### src/hw/rtl/q2e_pkg.sv
// Shared types, widths and constants for the quaternion to Euler angle core.
// Holds the arctangent table of the CORDIC cells. No dependencies.
package q2e_pkg;

	// default depth of the arctangent cell chain
	localparam int CORDIC_STAGES_DEF = 16;
	// entries in the arctangent table
	localparam int TAB_LEN = 24;

	// width of the sine and cosine terms, scaled by 2^30
	localparam int SW = 34;
	// width of the CORDIC vector coordinates
	localparam int CW = 38;
	// width of the angle accumulator, Q6.30
	localparam int ZW = 36;
	// width of the square root remainder and partial root
	localparam int RW = 62;
	// width of the final root
	localparam int ROOT_W = 31;
	// width of the pitch sine magnitude fed to the square root
	localparam int MAG_W = 30;
	// one root digit per cell
	localparam int SQRT_STAGES = 31;

	localparam logic signed [SW-1:0] ONE_Q30 = SW'(64'sd1073741824);
	localparam logic signed [ZW-1:0] PI_Q30 = ZW'(64'sd3373259426);
	localparam logic signed [15:0] PI_Q13 = 16'sd25736;
	localparam logic signed [15:0] HALF_PI_Q13 = 16'sd12868;

	// vector and angle held by one CORDIC cell
	typedef struct packed {
		logic signed [CW-1:0] x;
		logic signed [CW-1:0] y;
		logic signed [ZW-1:0] z;
		logic done;
	} cordic_t;

	// terms carried alongside the square root chain
	typedef struct packed {
		logic signed [SW-1:0] sinr;
		logic signed [SW-1:0] cosr;
		logic signed [SW-1:0] siny;
		logic signed [SW-1:0] cosy;
		logic signed [SW-1:0] sinp;
		logic clamp;
	} side_t;

	// atan(2^-i) in Q2.30, truncated
	function automatic logic [31:0] atan_q30(input int i);
		logic [31:0] v;
		case (i)
			0: v = 32'h3243F6A8;
			1: v = 32'h1DAC6705;
			2: v = 32'h0FADBAFC;
			3: v = 32'h07F56EA6;
			4: v = 32'h03FEAB76;
			5: v = 32'h01FFD55B;
			6: v = 32'h00FFFAAA;
			7: v = 32'h007FFF55;
			8: v = 32'h003FFFEA;
			9: v = 32'h001FFFFD;
			10: v = 32'h000FFFFF;
			11: v = 32'h0007FFFF;
			12: v = 32'h0003FFFF;
			13: v = 32'h0001FFFF;
			14: v = 32'h0000FFFF;
			15: v = 32'h00007FFF;
			16: v = 32'h00003FFF;
			17: v = 32'h00001FFF;
			18: v = 32'h00000FFF;
			19: v = 32'h000007FF;
			20: v = 32'h000003FF;
			21: v = 32'h000001FF;
			22: v = 32'h000000FF;
			23: v = 32'h0000007F;
			default: v = 32'h0;
		endcase
		return v;
	endfunction

endpackage

### src/hw/rtl/q2e_cordic_cell.sv
// One vectoring iteration of the arctangent CORDIC chain.
// Depends on q2e_pkg for the cell struct and the arctangent table.
module q2e_cordic_cell #(
	parameter int STAGE = 0
) (
	input  logic clk,
	input  logic en,
	input  q2e_pkg::cordic_t vec_i,
	output q2e_pkg::cordic_t vec_s1
);

	localparam logic signed [q2e_pkg::ZW-1:0] ANG =
		q2e_pkg::ZW'(signed'({1'b0, q2e_pkg::atan_q30(STAGE)}));

	logic signed [q2e_pkg::CW-1:0] dx;
	logic signed [q2e_pkg::CW-1:0] dy;
	q2e_pkg::cordic_t nxt;

	// rotate toward the x axis by the sign of y
	always_comb begin
		dx = vec_i.y >>> STAGE;
		dy = vec_i.x >>> STAGE;
		nxt = vec_i;
		if (!vec_i.done) begin
			if (!vec_i.y[q2e_pkg::CW-1]) begin
				nxt.x = vec_i.x + dx;
				nxt.y = vec_i.y - dy;
				nxt.z = vec_i.z + ANG;
			end else begin
				nxt.x = vec_i.x - dx;
				nxt.y = vec_i.y + dy;
				nxt.z = vec_i.z - ANG;
			end
		end
	end

	// hand the vector to the next cell
	always_ff @(posedge clk) begin
		if (en) begin
			vec_s1 <= nxt;
		end
	end

endmodule

### config.mk
export PLATFORM = sky130hd
export DESIGN_NAME = q2e_cordic_cell
export DESIGN_NICKNAME = d
export VERILOG_FILES = /design/src/hw/rtl/q2e_pkg.sv /design/src/hw/rtl/q2e_cordic_cell.sv
export SDC_FILE = /design/constraint.sdc
export NUM_CORES = 1
export LEC_CHECK = 0
export ABC_AREA = 1
export ABC_CLOCK_PERIOD_IN_PS = 4170
export BUFFER_PORTS_ARGS = -buffer_cell sky130_fd_sc_hd__buf_4
export CAP_MARGIN = 20
export CORE_MARGIN = 2
export CORE_UTILIZATION = 50
export DETAILED_ROUTE_END_ITERATION = 7
export PLACE_DENSITY = 0.82
export SYNTH_ARGS = -nofsm -noshare
export SYNTH_HDL_FRONTEND = slang
export SYNTH_SLANG_ARGS = --single-unit
export TNS_END_PERCENT = 1
### constraint.sdc
create_clock -name clk -period 4.17 [get_ports clk]
set_input_delay 1.251 -clock clk [delete_from_list [all_inputs] [get_ports clk]]
set_output_delay 1.251 -clock clk [all_outputs]
set_load 0.01 [all_outputs]
==> qor.log <==
[status] outcome finished clean
[final_layout] total of fill cells in the finished design 3,008
[pwr] maximum VDD drop 0.2464 mV
[timing] Sum Neg Setup Slack 0 ns
[pwr] switching component of the power 0.002105 W
[final_layout] largest reg by FF count vec_s1
[clocking] CTS clock-pin slew for the worst setup and hold paths 0.06 ns
[floorplan] number of rows in the core area 64
[route] vias per std cell 5.597
[yosys] cell with the most instances after synthesis sky130_fd_sc_hd__nand2_1
[route] final routed wirelength across all metal layers 58,620 µm
[route] DR DRC count 0
[place] HPWL after detailed placement 47,630 µm
[setup_path] Top cell by count, worst path sky130_fd_sc_hd__nand2_1
[floorplan] Top-Level Pins 228
[timing] tightest slew margin relative to the limit 35.17%
[final_layout] synth-to-layout area growth 16.58%
[route] first-pass iteration count of the detailed router 6
[floorplan] Placeable Area 30,350 µm²
[final_layout] Layout Nets 2,964
[yosys] share of the synthesized area in the top cell type 22.17%
[pwr] Cell Int Power 0.003122 W
[setup_path] required time at the endpoint of the critical path 4.38 ns
[setup_path] Crit path largest cell delay 0.70 ns
[grt] maximum number of pins on one net before global-route repair 79
[pwr] part of the total power dissipated in sequential elements 27.9%
[yosys] number of distinct library cells after synthesis 45
[pwr] combinational cell fraction of total power 43.2%
[timing] Slew Limit Fails 0
[route] number of vias in the routed layout 17,370
[setup_path] Crit. End Element flop
[clocking] number of buffers between clock root and the deepest sink 2
[setup_path] startpoint kind of the worst setup timing path input pin
[yosys] total of warnings raised by yosys 0
[timing] ratio of final minimum period to clock period 85.90%
[grt] global-route usage over all layers 36.40%
[grt] number of global-route vias before repair 16,190
[setup_path] sequence of cells on the critical path buf_4 > inv_2 > ha_1 > nand2_1 > nor2_1 > nand2_1 > o21ai_0 > nand4_1 > nand2_1 > nand2_1 > nand3_1 > nand2_1
[clocking] CTS Hold Bufs 0
[pwr] Pleak 9.332 nW
[yosys] post-synthesis sequential element count 113
[final_layout] # diodes 0
[worst_hold_path] min-delay worst type input pin to flop
[clocking] number of H-tree levels 4
[yosys] most frequently used flop master after synthesis sky130_fd_sc_hd__edfxtp_1
[final_layout] flip-flop count of the largest register, all copies and words added 113
[timing] worst hold slack across all endpoints 0.9726 ns
[timing] Worst Max-Slew Pin Slew 0.9725 ns
[floorplan] die boundary height 179.0 µm
[timing] final-report hold violation count 0
[yosys] top cells by count, synth 864 x sky130_fd_sc_hd__nand2_1, 344 x sky130_fd_sc_hd__inv_1, 206 x sky130_fd_sc_hd__nand3_1
[timing] Final Setup Violations 0
[final_layout] largest registers vec_s1 x113
[clocking] clk sinks 113
[grt] antenna violations before repair 0
[grt] remaining global-route overflow 0
[place] I/O Buffers 227
[floorplan] die area 32,020 µm²
[pwr] clock group share of total power 28.9%
[clocking] post-cts resize count 0
[pwr] sw frac 40.27%
[timing] maximum clock frequency 279.2 MHz
[grt] wire length of the first global-routing pass 88,070 µm
[clocking] buffer type at the clock tree root sky130_fd_sc_hd__clkbuf_16
[clocking] postcts setup bufs 0
[yosys] Synth area leader sky130_fd_sc_hd__edfxtp_1
[yosys] sequential element share of the synthesized area 22.17%
[yosys] number of nets in the synthesized netlist 2,768
[timing] unrepaired setup endpoints after global routing no
[yosys] fraction of registers with async set/reset 0%
[setup_path] critical path data arrival time 3.79 ns
[final_layout] layout cells sized above 1 13.00%
[setup_path] critical-path cell with the highest stage delay sky130_fd_sc_hd__o21ai_0
[route] per-cell routed wire length 18.89 µm
[timing] final critical delay including setup and external delays 3.582 ns
[pwr] Cell Pwr Density 292.9 nW/µm²
[place] final estimated routing congestion in global placement 1.016
[clocking] TritonCTS Buffers 17
[yosys] mapped cell area 15,300 µm²
[flow_run] reported max-cap violation count 0
[floorplan] DIE WIDTH 179.0 µm
[yosys] number of enable flip-flop cells after synthesis 113
[route] post-route ant nets 0
[yosys] most area-consuming cells after synthesis sky130_fd_sc_hd__edfxtp_1 22%, sky130_fd_sc_hd__nand2_1 21%, sky130_fd_sc_hd__ha_1 12%, sky130_fd_sc_hd__inv_1 8.4%, sky130_fd_sc_hd__nand3_1 6.7%
[yosys] mean instance size in the synthesized netlist 6.127 µm²
[setup_path] Worst Path Class, Setup input pin to flop
[setup_path] maximum fanout along the worst path 15
[yosys] number of instances in the synthesized netlist 2,498
[floorplan] Starting Density 50.43%
[clocking] CTS tree built
[route] violation count after the first detailed-routing iteration 1,758
-- power groups by stage --
stage	Clock [W]	Sequential [W]	Combinational (W)
2_1_floorplan	0	0.00155	0.00130
3_3_place_gp	0	0.00148	0.00217
3_5_place_dp	0	0.00148	0.00219
4_1_cts	0.00153	0.00146	0.00220
5_1_grt	0.00157	0.00147	0.00246
6_report	0.00151	0.00146	0.00226
-- kinds of logic (layout without fill, tap and decap cells) --
group / after synthesis / count (layout) / share of synthesized area [%]
simple gates: 1375 / 1375 / 37.30
buf+inv: 428 / 637 / 11.54
compound gates: 390 / 390 / 14.00
fa+ha+maj: 155 / 155 / 12.87
flops: 113 / 113 / 22.17
xor+xnor: 37 / 37 / 2.117
-- layer usage --
metal,global-route usage [%],up-vias,part of all wire (%)
met1,47.57,7889,42
li1,-,8416,-
met5,0,-,0
met4,14.91,0,3.8
met2,58.75,934,45
met3,7.061,127,9.6
-- cell usage in the layout (no fill, tap or decap), drive strengths merged, types with 19 or more instances in the layout --
| master | synthesis | routed |
|---|---|---|
| a21oi | 181 | 181 |
| buf | 50 | 248 |
| clkbuf | 21 | 20 |
| edfxtp | 113 | 113 |
| ha | 151 | 151 |
| inv | 357 | 357 |
| nand2 | 876 | 876 |
| nand3 | 210 | 210 |
| nor2 | 225 | 225 |
| o211ai | 19 | 19 |
| o21ai | 135 | 135 |
| o21bai | 19 | 19 |
| xor2 | 32 | 32 |
-- layout make-up --
cell class	count	area [µm²]	share of cell area (%)
clock inverter	12	141.4	0.7924
inverter	357	1343	7.525
timing repair buffer	248	1887	10.58
clock buffer	20	436.7	2.447
multi-input combinational	1957	10150	56.87
sequential	113	3393	19.02
tap	396	495.5	2.777
-- through the flow --
step	std cells	power (W)	utilization (%)	setup WS, ns	cell area (µm²)
floorplan	2498	0.002844	-	0.5698	15300
global placement	3071	0.003650	56.88	0.2186	17260
detailed placement	3071	0.003671	56.88	0.2370	17260
CTS	3103	0.005191	58.79	0.6992	17840
global route	3103	0.005509	58.79	0.4577	17840
finish	3103	0.005227	58.79	0.5878	17840
-- worst max-delay path: cells and delay by family --
family | cells | cell delay, ns
buffers and inverters | 2 | 0.32
AOI/OAI and AO/OA | 1 | 0.70
adders and majority gates | 1 | 0.41
and+or+nand+nor | 8 | 1.10
-- path summary, 6_finish.rpt --
| path | cells after the start | end | start | slack (ns) |
|---|---|---|---|---|
| worst max-delay path | 12 | vec_s1[33] | vec_i[74] | 0.59 |
| worst min-delay path | 1 | vec_s1[1] | vec_i[1] | 0.97 |
Note: power is estimated with default switching activity, not from simulation.
