File: src/hw/rtl/q2e_pkg.sv
// Shared types, widths and constants for the quaternion to Euler angle core.
// Holds the arctangent table of the CORDIC cells. No dependencies.
package q2e_pkg;

	// default depth of the arctangent cell chain
	localparam int CORDIC_STAGES_DEF = 16;
	// entries in the arctangent table
	localparam int TAB_LEN = 24;

	// width of the sine and cosine terms, scaled by 2^30
	localparam int SW = 34;
	// width of the CORDIC vector coordinates
	localparam int CW = 38;
	// width of the angle accumulator, Q6.30
	localparam int ZW = 36;
	// width of the square root remainder and partial root
	localparam int RW = 62;
	// width of the final root
	localparam int ROOT_W = 31;
	// width of the pitch sine magnitude fed to the square root
	localparam int MAG_W = 30;
	// one root digit per cell
	localparam int SQRT_STAGES = 31;

	localparam logic signed [SW-1:0] ONE_Q30 = SW'(64'sd1073741824);
	localparam logic signed [ZW-1:0] PI_Q30 = ZW'(64'sd3373259426);
	localparam logic signed [15:0] PI_Q13 = 16'sd25736;
	localparam logic signed [15:0] HALF_PI_Q13 = 16'sd12868;

	// vector and angle held by one CORDIC cell
	typedef struct packed {
		logic signed [CW-1:0] x;
		logic signed [CW-1:0] y;
		logic signed [ZW-1:0] z;
		logic done;
	} cordic_t;

	// terms carried alongside the square root chain
	typedef struct packed {
		logic signed [SW-1:0] sinr;
		logic signed [SW-1:0] cosr;
		logic signed [SW-1:0] siny;
		logic signed [SW-1:0] cosy;
		logic signed [SW-1:0] sinp;
		logic clamp;
	} side_t;

	// atan(2^-i) in Q2.30, truncated
	function automatic logic [31:0] atan_q30(input int i);
		logic [31:0] v;
		case (i)
			0: v = 32'h3243F6A8;
			1: v = 32'h1DAC6705;
			2: v = 32'h0FADBAFC;
			3: v = 32'h07F56EA6;
			4: v = 32'h03FEAB76;
			5: v = 32'h01FFD55B;
			6: v = 32'h00FFFAAA;
			7: v = 32'h007FFF55;
			8: v = 32'h003FFFEA;
			9: v = 32'h001FFFFD;
			10: v = 32'h000FFFFF;
			11: v = 32'h0007FFFF;
			12: v = 32'h0003FFFF;
			13: v = 32'h0001FFFF;
			14: v = 32'h0000FFFF;
			15: v = 32'h00007FFF;
			16: v = 32'h00003FFF;
			17: v = 32'h00001FFF;
			18: v = 32'h00000FFF;
			19: v = 32'h000007FF;
			20: v = 32'h000003FF;
			21: v = 32'h000001FF;
			22: v = 32'h000000FF;
			23: v = 32'h0000007F;
			default: v = 32'h0;
		endcase
		return v;
	endfunction

endpackage

File: src/hw/rtl/q2e_sqrt_cell.sv
// One digit cell of the pipelined integer square root.
// Depends on q2e_pkg for widths and the side term struct.
module q2e_sqrt_cell #(
	parameter int K = 0
) (
	input  logic clk,
	input  logic en,
	input  logic [q2e_pkg::RW-1:0] rem_i,
	input  logic [q2e_pkg::RW-1:0] root_i,
	input  q2e_pkg::side_t side_i,
	output logic [q2e_pkg::RW-1:0] rem_s1,
	output logic [q2e_pkg::RW-1:0] root_s1,
	output q2e_pkg::side_t side_s1
);

	localparam logic [q2e_pkg::RW-1:0] TAP = q2e_pkg::RW'(1) << (2 * K);

	logic [q2e_pkg::RW-1:0] trial;
	logic fits;

	// try the next root digit against the remainder
	assign trial = root_i + TAP;
	assign fits = (rem_i >= trial);

	// advance remainder, root and side terms
	always_ff @(posedge clk) begin
		if (en) begin
			rem_s1 <= fits ? (rem_i - trial) : rem_i;
			root_s1 <= fits ? ((root_i >> 1) + TAP) : (root_i >> 1);
			side_s1 <= side_i;
		end
	end

endmodule

File: config.mk
export PLATFORM = sky130hd
export DESIGN_NAME = q2e_sqrt_cell
export DESIGN_NICKNAME = d
export VERILOG_FILES = /design/src/hw/rtl/q2e_pkg.sv /design/src/hw/rtl/q2e_sqrt_cell.sv
export SDC_FILE = /design/constraint.sdc
export NUM_CORES = 1
export LEC_CHECK = 0
export ABC_AREA = 1
export BUFFER_PORTS_ARGS = -buffer_cell sky130_fd_sc_hd__clkbuf_2
export CORE_AREA = 2 2 232 234
export CTS_CLUSTER_DIAMETER = 30
export DETAILED_ROUTE_END_ITERATION = 8
export DIE_AREA = 0 0 234 236
export PLACE_DENSITY = 0.67
export SLEW_MARGIN = 20
export SYNTH_ARGS = -nofsm -noshare
export SYNTH_HDL_FRONTEND = slang
export SYNTH_SLANG_ARGS = --single-unit
export TNS_END_PERCENT = 10
File: constraint.sdc
create_clock -name clk -period 9.2 [get_ports clk]
set_clock_uncertainty 0.05 [all_clocks]
set_input_delay 1.38 -clock clk [delete_from_list [all_inputs] [get_ports clk]]
set_output_delay 1.38 -clock clk [all_outputs]
set_load 0.05 [all_outputs]
==> results_dict.tcl, run 1 <==
set metrics [dict create \
    grt_max_degree 112 \
    cpMaxStageDelayCell "inv_2" \
    max_freq_mhz 151 \
    p_int_mw 3.92 \
    fin_crit_ns 6.61 \
    clock_power_share_pct 48.4 \
    ys_types 36 \
    power.leakage_nw 12.9 \
    final_nets 3453 \
    io-pin-count 592 \
    cts_sinks 295 \
    place_congestion 1.04 \
    synthTopCellsByArea "edfxtp_1 47%, nand2_1 19%, inv_1 8.6%" \
    p_sw_mw 2.04 \
    start_kind "primary input" \
    pwr-share-comb_pct 22.6 \
    grt_pass1_vias 18400 \
    core_area_um2 53100 \
    rsz0062_at_grt "false" \
    die_area_um2 55200 \
    postRouteAntennaNets 0 \
    detailed_place_hpwl_um 79100 \
    holdPathEnd "side_s1[169]" \
    ir_drop_mv 0.144 \
    root_buffer "clkbuf_16" \
    drc 0 \
    slew_viol_final 0 \
    die_h_um 236 \
    endpoint_kind "register" \
    cap_violations 0 \
    async_flop_share_pct 0 \
    yosysMostFrequentCell "nand2_1" \
    wl_um 94500 \
    cp_max_fo 105 \
    arrival_ns 6.90 \
    synth_top_cell_by_area "edfxtp_1" \
    synth_top_area_share_pct 46.8 \
    crit_type "primary input to register" \
    yosys_warnings 0 \
    final.period_utilization_pct 71.8 \
    syn_to_final_growth_pct 34.4 \
    netlist_area_um2 18900 \
    power.share.switching_pct 34.2 \
    p_total_mw 5.96 \
    status "finished, final reports clean" \
    antenna_found_initial 19 \
    hold_path_class "primary input to register" \
    synth-edff-count 295 \
    hold_depth 1 \
    drive_gt1_share_pct 24.4 \
    utilization_pct 47.9 \
    final-setup-viol-count 0 \
    post_cts_resized 0 \
    die-width_um 234 \
    finalHoldViolCount 0 \
    worstPathRequired_ns 9.50 \
    sequentialPowerShare_pct 29.0 \
    relSlewSlack_pct 32.8 \
    crit_top_cell "nand2_1" \
    clockBufferDepth 3 \
    drt-pass1-iter-count 7 \
    placement_rows 85 \
    wire_per_inst_um 24.5 \
    clk_pin_slew_ns 0.05 \
    hold_buffers 0 \
    cts_tree "done" \
    ys_ff_latch 295 \
    cts_setup_buffers 0 \
    p_per_area_nw_per_um2 234 \
    cts_made_buffers 81 \
    multi_input_area_um2 8210 \
    ctsHtreeMaxLevel 3 \
    holdWs_ns 0.873 \
    synthFlopType "edfxtp_1" \
    seqCellArea_um2 8860 \
    port_buffers 591 \
    viasPerCell 4.95 \
    initial_core_util_pct 35.6 \
    fill_cells 5320 \
    synth.avg_cell_area_um2 7.76 \
    num_vias 19100 \
    critPathMaxStageDelay_ns 0.54 \
    drt_iter0_drc 1454 \
    synth_seq_area_share_pct 46.8 \
    grt_overflow 0 \
    netlist_top_cells_count "937 x nand2_1, 431 x inv_1, 295 x edfxtp_1, 174 x nor2_1, 141 x xor2_1" \
    fin_setup_tns_ns 0 \
    grt_use_total_pct 33.4 \
    grt_first_pass_wirelength_um 129000 \
    tightest_slew_ns 1.01 \
    synthCells 2439 \
    postSynthNetCount 2801 \
    min_from "side_i[169]" \
]
==> power by group through the flow <==
stage	Sequential (mW)	Clock, mW	Combinational, mW
floorplan	2.19	0	0.424
global placement	1.75	0	1.33
detailed placement	1.75	0	1.33
CTS	1.73	2.91	1.34
global route	1.73	2.98	1.44
finish	1.73	2.89	1.35
==> layer usage <==
layer	track usage, %	vias to the layer above	part of all wire, %
li1	-	9019	-
met1	41.5	9020	40
met2	55.0	849	47
met3	8.05	177	8.2
met4	14.8	30	4.3
met5	0	-	0.22
==> flip-flops by register name, summed over array words and instances (netlist names) <==
signal,flops
root_s1,62
rem_s1,62
side_s1,171
==> per-stage QoR <==
| step | cell area [µm²] | instances | setup WS, ns |
|---|---|---|---|
| after detailed placement | 22600 | 3704 | 2.10 |
| after floorplan | 18900 | 2439 | 4.64 |
| after global routing | 25400 | 3856 | 2.25 |
| final | 25400 | 3857 | 2.59 |
| after CTS | 25400 | 3854 | 2.73 |
| after global placement | 22600 | 3704 | 2.06 |
==> worst max-delay path, delay by kind of cell <==
family | cells | cell delay, ns
xor+xnor | 1 | 0.35
simple gates | 18 | 3.38
buf+inv | 4 | 1.17
fa+ha+maj | 2 | 0.52
==> how the worst max path moves through the flow <==
stage	end	startpoint	depth (start not counted)
6_report	rem_s1[61]	root_i[1]	25
5_1_grt	rem_s1[54]	root_i[1]	24
4_1_cts	rem_s1[54]	root_i[1]	25
3_5_place_dp	rem_s1[54]	root_i[1]	25
3_3_place_gp	rem_s1[49]	root_i[1]	25
2_1_floorplan	root_s1[21]	root_i[0]	25
==> kinds of logic after synthesis <==
family,Yosys count,share of synthesized area [%]
and+or+nand+nor,1360,29.5
buffers and inverters,469,9.77
DFF,295,46.8
xor gates and xnor gates,145,6.71
AOI/OAI and AO/OA,105,2.82
adders and majority gates,65,4.34
==> placed cells by master (no fill, tap or decap), types with 10 or more instances in the layout <==
cell,Yosys,final
inv_2,10,10
xor2_1,141,141
clkinvlp_4,0,13
nand2_1,937,937
nand3_1,123,123
bufinv_16,0,12
clkinv_2,0,18
ha_1,64,64
o21ai_0,60,60
nor2_1,174,174
a21oi_1,38,38
edfxtp_1,295,295
nand4_1,30,30
inv_1,431,431
nor2_2,10,10
nor3_1,45,45
clkbuf_2,0,590
clkbuf_16,0,82
==> final cells by class <==
type	instances	share of cell area [%]
inverter	441	6.51
clock buffer	85	8.11
clock inverter	65	2.96
tap	696	3.42
sequential	295	34.8
antenna	3	0.0295
timing repair buffer	597	11.8
multi-input combinational	1675	32.3
(Power assumes the default switching activity.)
==> run 2, diff against run 1 <==
--- a/config.mk
+++ b/config.mk
@@ -7,11 +7,11 @@
 export LEC_CHECK = 0
 export ABC_AREA = 1
 export BUFFER_PORTS_ARGS = -buffer_cell sky130_fd_sc_hd__clkbuf_2
-export CORE_AREA = 2 2 232 234
+export CORE_AREA = 2 2 229 231
 export CTS_CLUSTER_DIAMETER = 30
 export DETAILED_ROUTE_END_ITERATION = 8
-export DIE_AREA = 0 0 234 236
-export PLACE_DENSITY = 0.67
+export DIE_AREA = 0 0 231 233
+export PLACE_DENSITY = 0.68
 export SLEW_MARGIN = 20
 export SYNTH_ARGS = -nofsm -noshare
 export SYNTH_HDL_FRONTEND = slang
==> constraint.sdc (replaced) <==
create_clock -name clk -period 6.15 [get_ports clk]
set_clock_uncertainty 0.05 [all_clocks]
set_input_delay 0.9225 -clock clk [delete_from_list [all_inputs] [get_ports clk]]
set_output_delay 0.9225 -clock clk [all_outputs]
set_load 0.05 [all_outputs]
==> run 2 against run 1 <==
Against the previous run:
- hold slack got worse by 0.44 ns
- clock-buffer cell count increased by 7
- sequential share of layout area decreased by 0.12 points
- non-clock buffer count increased by 9
- sequential cell count unchanged
- die area decreased by 2.5%
- final cell count unchanged
- first-iteration DRC count increased by 21%
- final area increased by 0.36%
==> results_dict.tcl, run 2 (synthesized netlist as in run 1, its figures left out) <==
set metrics [dict create \
    placement_rows 83 \
    place_congestion 1.04 \
    path_cells "clkbuf_2 -> ha_1 -> nand3_1 -> inv_1 -> nand2_1 -> nor2_1 -> nand2_1 -> xor2_1 -> o21ai_0 -> ha_1 -> nand2_1 -> nor2_1 -> inv_1 -> nor2_2 -> nand2_1 -> nor2_1 -> nand2_1 -> nand3_2 -> nor2_4 -> nand2_8 -> buf_4 -> nand3_1 -> nand2_1" \
    io-pin-count 592 \
    cts_made_buffers 81 \
    worstPathRequired_ns 6.57 \
    critPathMaxStageDelay_ns 0.47 \
    viasPerCell 4.94 \
    p_per_area_nw_per_um2 348 \
    crit_buf_inv 4 \
    utilization_pct 50.0 \
    grt_first_pass_wirelength_um 128000 \
    power.leakage_nw 13.0 \
    hold_depth 1 \
    fill_cells 5162 \
    arrival_ns 5.56 \
    core_area_um2 51100 \
    detailed_place_hpwl_um 79300 \
    rsz0062_at_grt "false" \
    min_from "side_i[25]" \
    largest-register "side_s1" \
    final_nets 3462 \
    crit_top_cell "nand2_1" \
    status "finished, final reports clean" \
    final-setup-viol-count 0 \
    endpoint_kind "register" \
    die_area_um2 53800 \
    die_h_um 233 \
    layout.cells.most_common_list "937 x nand2_1, 590 x clkbuf_2, 431 x inv_1, 295 x edfxtp_1, 174 x nor2_1" \
    final.period_utilization_pct 83.6 \
    relSlewSlack_pct 38.5 \
    cts_sinks 295 \
    die-width_um 231 \
    cts_tree "done" \
    cap_violations 0 \
    grt_max_degree 154 \
    hold_path_class "primary input to register" \
    grt_use_total_pct 34.0 \
    ir_drop_mv 0.200 \
    tightest_slew_ns 0.923 \
    cts_setup_buffers 0 \
    clockBufferDepth 3 \
    drt_iter0_drc 1753 \
    num_vias 19100 \
    syn_to_final_growth_pct 34.9 \
    fin_crit_ns 5.14 \
    wire_per_inst_um 24.2 \
    max_freq_mhz 194 \
    root_buffer "clkbuf_16" \
    cp_top_family "simple AND/OR/NAND/NOR gates" \
    clk_pin_slew_ns 0.05 \
    wl_um 93500 \
    port_buffers 591 \
    antenna_found_initial 24 \
    drive_gt1_share_pct 24.1 \
    mostFrequentLayoutCell "nand2_1" \
    postRouteAntennaNets 0 \
    largest_register_ffs 171 \
    cp_max_fo 30 \
    slew_viol_final 0 \
    crit_type "primary input to register" \
    grt_overflow 0 \
    grt_pass1_vias 18100 \
    cpMaxStageDelayCell "nor2_1" \
    post_cts_resized 0 \
    start_kind "primary input" \
    fin_setup_tns_ns 0 \
    ctsHtreeMaxLevel 3 \
    drc 0 \
    top_regs "side_s1: 171 flops, rem_s1: 62 flops, root_s1: 62 flops" \
    hold_buffers 0 \
    initial_core_util_pct 37.0 \
    drt-pass1-iter-count 6 \
    holdPathEnd "side_s1[25]" \
    finalHoldViolCount 0 \
]
run 2: cell types whose count changed in the layout (fill, tap and decap cells not counted), sizes merged:
cell      previous run  this run
buf                  7        16
diode                3        11
clkbuf             675       682
clkinvlp            13         6
clkinv              37        35
bufinv              12        13
run 2: final cells by class:
| cell class | instances | area (µm²) | share of cell area [%] |
|---|---|---|---|
| clock inverter | 57 | 663 | 2.60 |
| timing repair buffer | 606 | 3170 | 12.4 |
| multi-input combinational | 1675 | 8210 | 32.2 |
| clock buffer | 92 | 2090 | 8.19 |
| sequential | 295 | 8860 | 34.7 |
| antenna | 11 | 27.5 | 0.108 |
| tap | 680 | 851 | 3.33 |
| inverter | 441 | 1660 | 6.49 |
run 2: worst max path at each step:
stage | to | from | slack, ns | depth (start not counted)
floorplan | root_s1[21] | root_i[0] | 2.05 | 25
global placement | root_s1[43] | root_i[1] | 0.45 | 22
detailed placement | rem_s1[35] | root_i[1] | 0.52 | 23
CTS | rem_s1[35] | root_i[1] | 1.15 | 23
global route | root_s1[51] | root_i[1] | 0.82 | 22
finish | rem_s1[35] | root_i[1] | 1.01 | 23
run 2: metal layers:
metal  share of wire [%]  wire, µm  GRT usage, %
met4                 2.9      2710          10.5
met2                  47     44200          56.1
met3                 8.2      7640          8.42
met5                0.13       122             0
met1                  41     38800          43.8
run 2: per-stage QoR:
step	area, µm²	worst slack [ns]	total power [mW]	instances	hold slack, ns
final	25500	1.01	8.89	3857	0.432
after global routing	25500	0.824	9.16	3852	0.415
after CTS	25500	1.15	8.90	3846	0.405
after detailed placement	22700	0.524	4.62	3697	1.05
after global placement	22700	0.452	4.62	3697	1.05
after floorplan	18900	2.05	3.92	2439	0.971
run 2: power by group:
| group | total, mW | internal (mW) | switching [mW] | leakage, nW |
|---|---|---|---|---|
| logic | 2.04 | 0.466 | 1.57 | 8.75 |
| clock network | 4.28 | 2.96 | 1.31 | 1.34 |
| registers | 2.57 | 2.48 | 0.0940 | 2.88 |
| total | 8.89 | 5.91 | 2.98 | 13.0 |
==> run 3, diff against run 2 <==
--- a/config.mk
+++ b/config.mk
@@ -11,7 +11,7 @@
 export CTS_CLUSTER_DIAMETER = 30
 export DETAILED_ROUTE_END_ITERATION = 8
 export DIE_AREA = 0 0 231 233
-export PLACE_DENSITY = 0.68
+export PLACE_DENSITY = 0.7
 export SLEW_MARGIN = 20
 export SYNTH_ARGS = -nofsm -noshare
 export SYNTH_HDL_FRONTEND = slang
==> constraint.sdc (replaced) <==
create_clock -name clk -period 4.5 [get_ports clk]
set_clock_uncertainty 0.05 [all_clocks]
set_input_delay 0.675 -clock clk [delete_from_list [all_inputs] [get_ports clk]]
set_output_delay 0.675 -clock clk [all_outputs]
set_load 0.05 [all_outputs]
==> run 3 against run 2 <==
Against the previous run:
- combinational power rose by 45%
- die area did not move
- final cell count rose by 5.8%
- critical path depth fell by 2
- hold slack got worse by 0.25 ns
- critical path type unchanged
- critical endpoint is now root_s1[8]
- highest routed layer unchanged
==> results_dict.tcl, run 3 (synthesized netlist as in run 1, its figures left out) <==
set metrics [dict create \
    endpoint_kind "register" \
    worstPathRequired_ns 4.80 \
    antenna_found_initial 22 \
    placement_rows 83 \
    hold_depth 1 \
    tightest_slew_ns 0.878 \
    largest_register_ffs 171 \
    cap_violations 0 \
    grt_overflow 0 \
    cts_made_buffers 75 \
    max_freq_mhz 239 \
    drive_gt1_share_pct 29.4 \
    final.period_utilization_pct 92.9 \
    path_cells "clkbuf_2 -> ha_1 -> nand3_1 -> inv_1 -> nand2_1 -> nor2_1 -> nand3_1 -> nor3_1 -> xor2_1 -> ha_1 -> nand2_1 -> nor2_1 -> nand3_1 -> nor2_1 -> nand2_1 -> nand3_2 -> nor2_4 -> nand2_8 -> buf_12 -> buf_12 -> o21ai_0" \
    die_h_um 233 \
    cts_sinks 295 \
    cpMaxStageDelayCell "ha_1" \
    root_buffer "clkbuf_16" \
    slew_viol_final 0 \
    syn_to_final_growth_pct 43.7 \
    arrival_ns 4.48 \
    io-pin-count 592 \
    fill_cells 5056 \
    initial_core_util_pct 37.0 \
    wire_per_inst_um 23.3 \
    ctsHtreeMaxLevel 3 \
    hold_buffers 0 \
    layout.cells.most_common_list "937 x nand2_1, 590 x clkbuf_2, 431 x inv_1, 295 x edfxtp_1, 240 x buf_4" \
    finalHoldViolCount 0 \
    mostFrequentLayoutCell "nand2_1" \
    postRouteAntennaNets 0 \
    largest-register "side_s1" \
    drt-pass1-iter-count 5 \
    clockBufferDepth 3 \
    grt_pass1_vias 19000 \
    num_vias 20000 \
    rsz0062_at_grt "false" \
    drt_iter0_drc 1879 \
    fin_area_um2 27200 \
    grt_first_pass_wirelength_um 130000 \
    wl_um 94900 \
    start_kind "primary input" \
    viasPerCell 4.90 \
    clk_pin_slew_ns 0.05 \
    dpl-instance-area_um2 24500 \
    place_congestion 1.09 \
    placedCellCount 3932 \
    ir_drop_mv 0.287 \
    fin_crit_ns 4.18 \
    power.leakage_nw 14.0 \
    core_area_um2 51100 \
    relSlewSlack_pct 41.4 \
    die_area_um2 53800 \
    final_nets 3691 \
    p_per_area_nw_per_um2 442 \
    grt_use_total_pct 34.4 \
    detailed_place_hpwl_um 80200 \
    cts_tree "done" \
    cp_max_fo 47 \
    critPathMaxStageDelay_ns 0.38 \
    final-setup-viol-count 0 \
    grt_max_degree 100 \
    post_cts_resized 0 \
    crit_type "primary input to register" \
    port_buffers 591 \
    final_cells 4080 \
    die-width_um 231 \
    hold_path_class "primary input to register" \
    top_regs "side_s1: 171 flops, rem_s1: 62 flops, root_s1: 62 flops" \
    status "finished, final reports clean" \
    cts_setup_buffers 0 \
    drc 0 \
]
[run 3: routing by layer]
metal | up-vias | wire, µm | track usage [%]
met2 | 925 | 44500 | 57.3
met1 | 9329 | 38600 | 42.9
met5 | - | 158 | 0
met4 | 24 | 3840 | 12.8
li1 | 9510 | - | -
met3 | 218 | 7750 | 8.79
[run 3: layout make-up]
class	instances	area, µm²	share of cell area (%)
clock buffers	81	1900	6.99
well taps	680	851	3.13
multi-input cells	1675	8210	30.2
repair buffers	841	4970	18.3
flip-flops and latches	295	8860	32.6
clock inverters	57	706	2.60
diodes	10	25.0	0.0921
inverters	441	1660	6.09
[run 3: final timing paths]
path                   from    endpoint  slack [ns]
hold / removal    side_i[4]  side_s1[4]        0.18
setup / recovery  root_i[1]  root_s1[8]        0.32
[run 3: through the flow]
step	power, mW	utilization (%)	setup TNS [ns]	worst slack (ns)	hold WS, ns
6_report	12.0	53.2	0	0.318	0.182
5_1_grt	12.4	53.1	0	0.149	0.156
4_1_cts	12.0	53.1	0	0.452	0.155
3_5_place_dp	6.48	48.0	-14.28	-0.179	0.804
3_3_place_gp	6.48	48.0	-11.99	-0.148	0.802
2_1_floorplan	5.35	-	0	0.650	0.724
[run 3: report_power, final]
group          switching [mW]  internal [mW]  leakage [nW]
logic                    2.18          0.774          9.91
clock network            1.83           3.71          1.24
registers               0.134           3.39          2.88
[run 3: worst max-delay path, delay by kind of cell]
kind	cells	cell delay (ns)
AND/OR/NAND/NOR	13	2.36
buffers and inverters	4	0.58
adder cells (fa/ha/maj)	2	0.57
XOR/XNOR	1	0.19
AO/OA/AOI/OAI	1	0.08
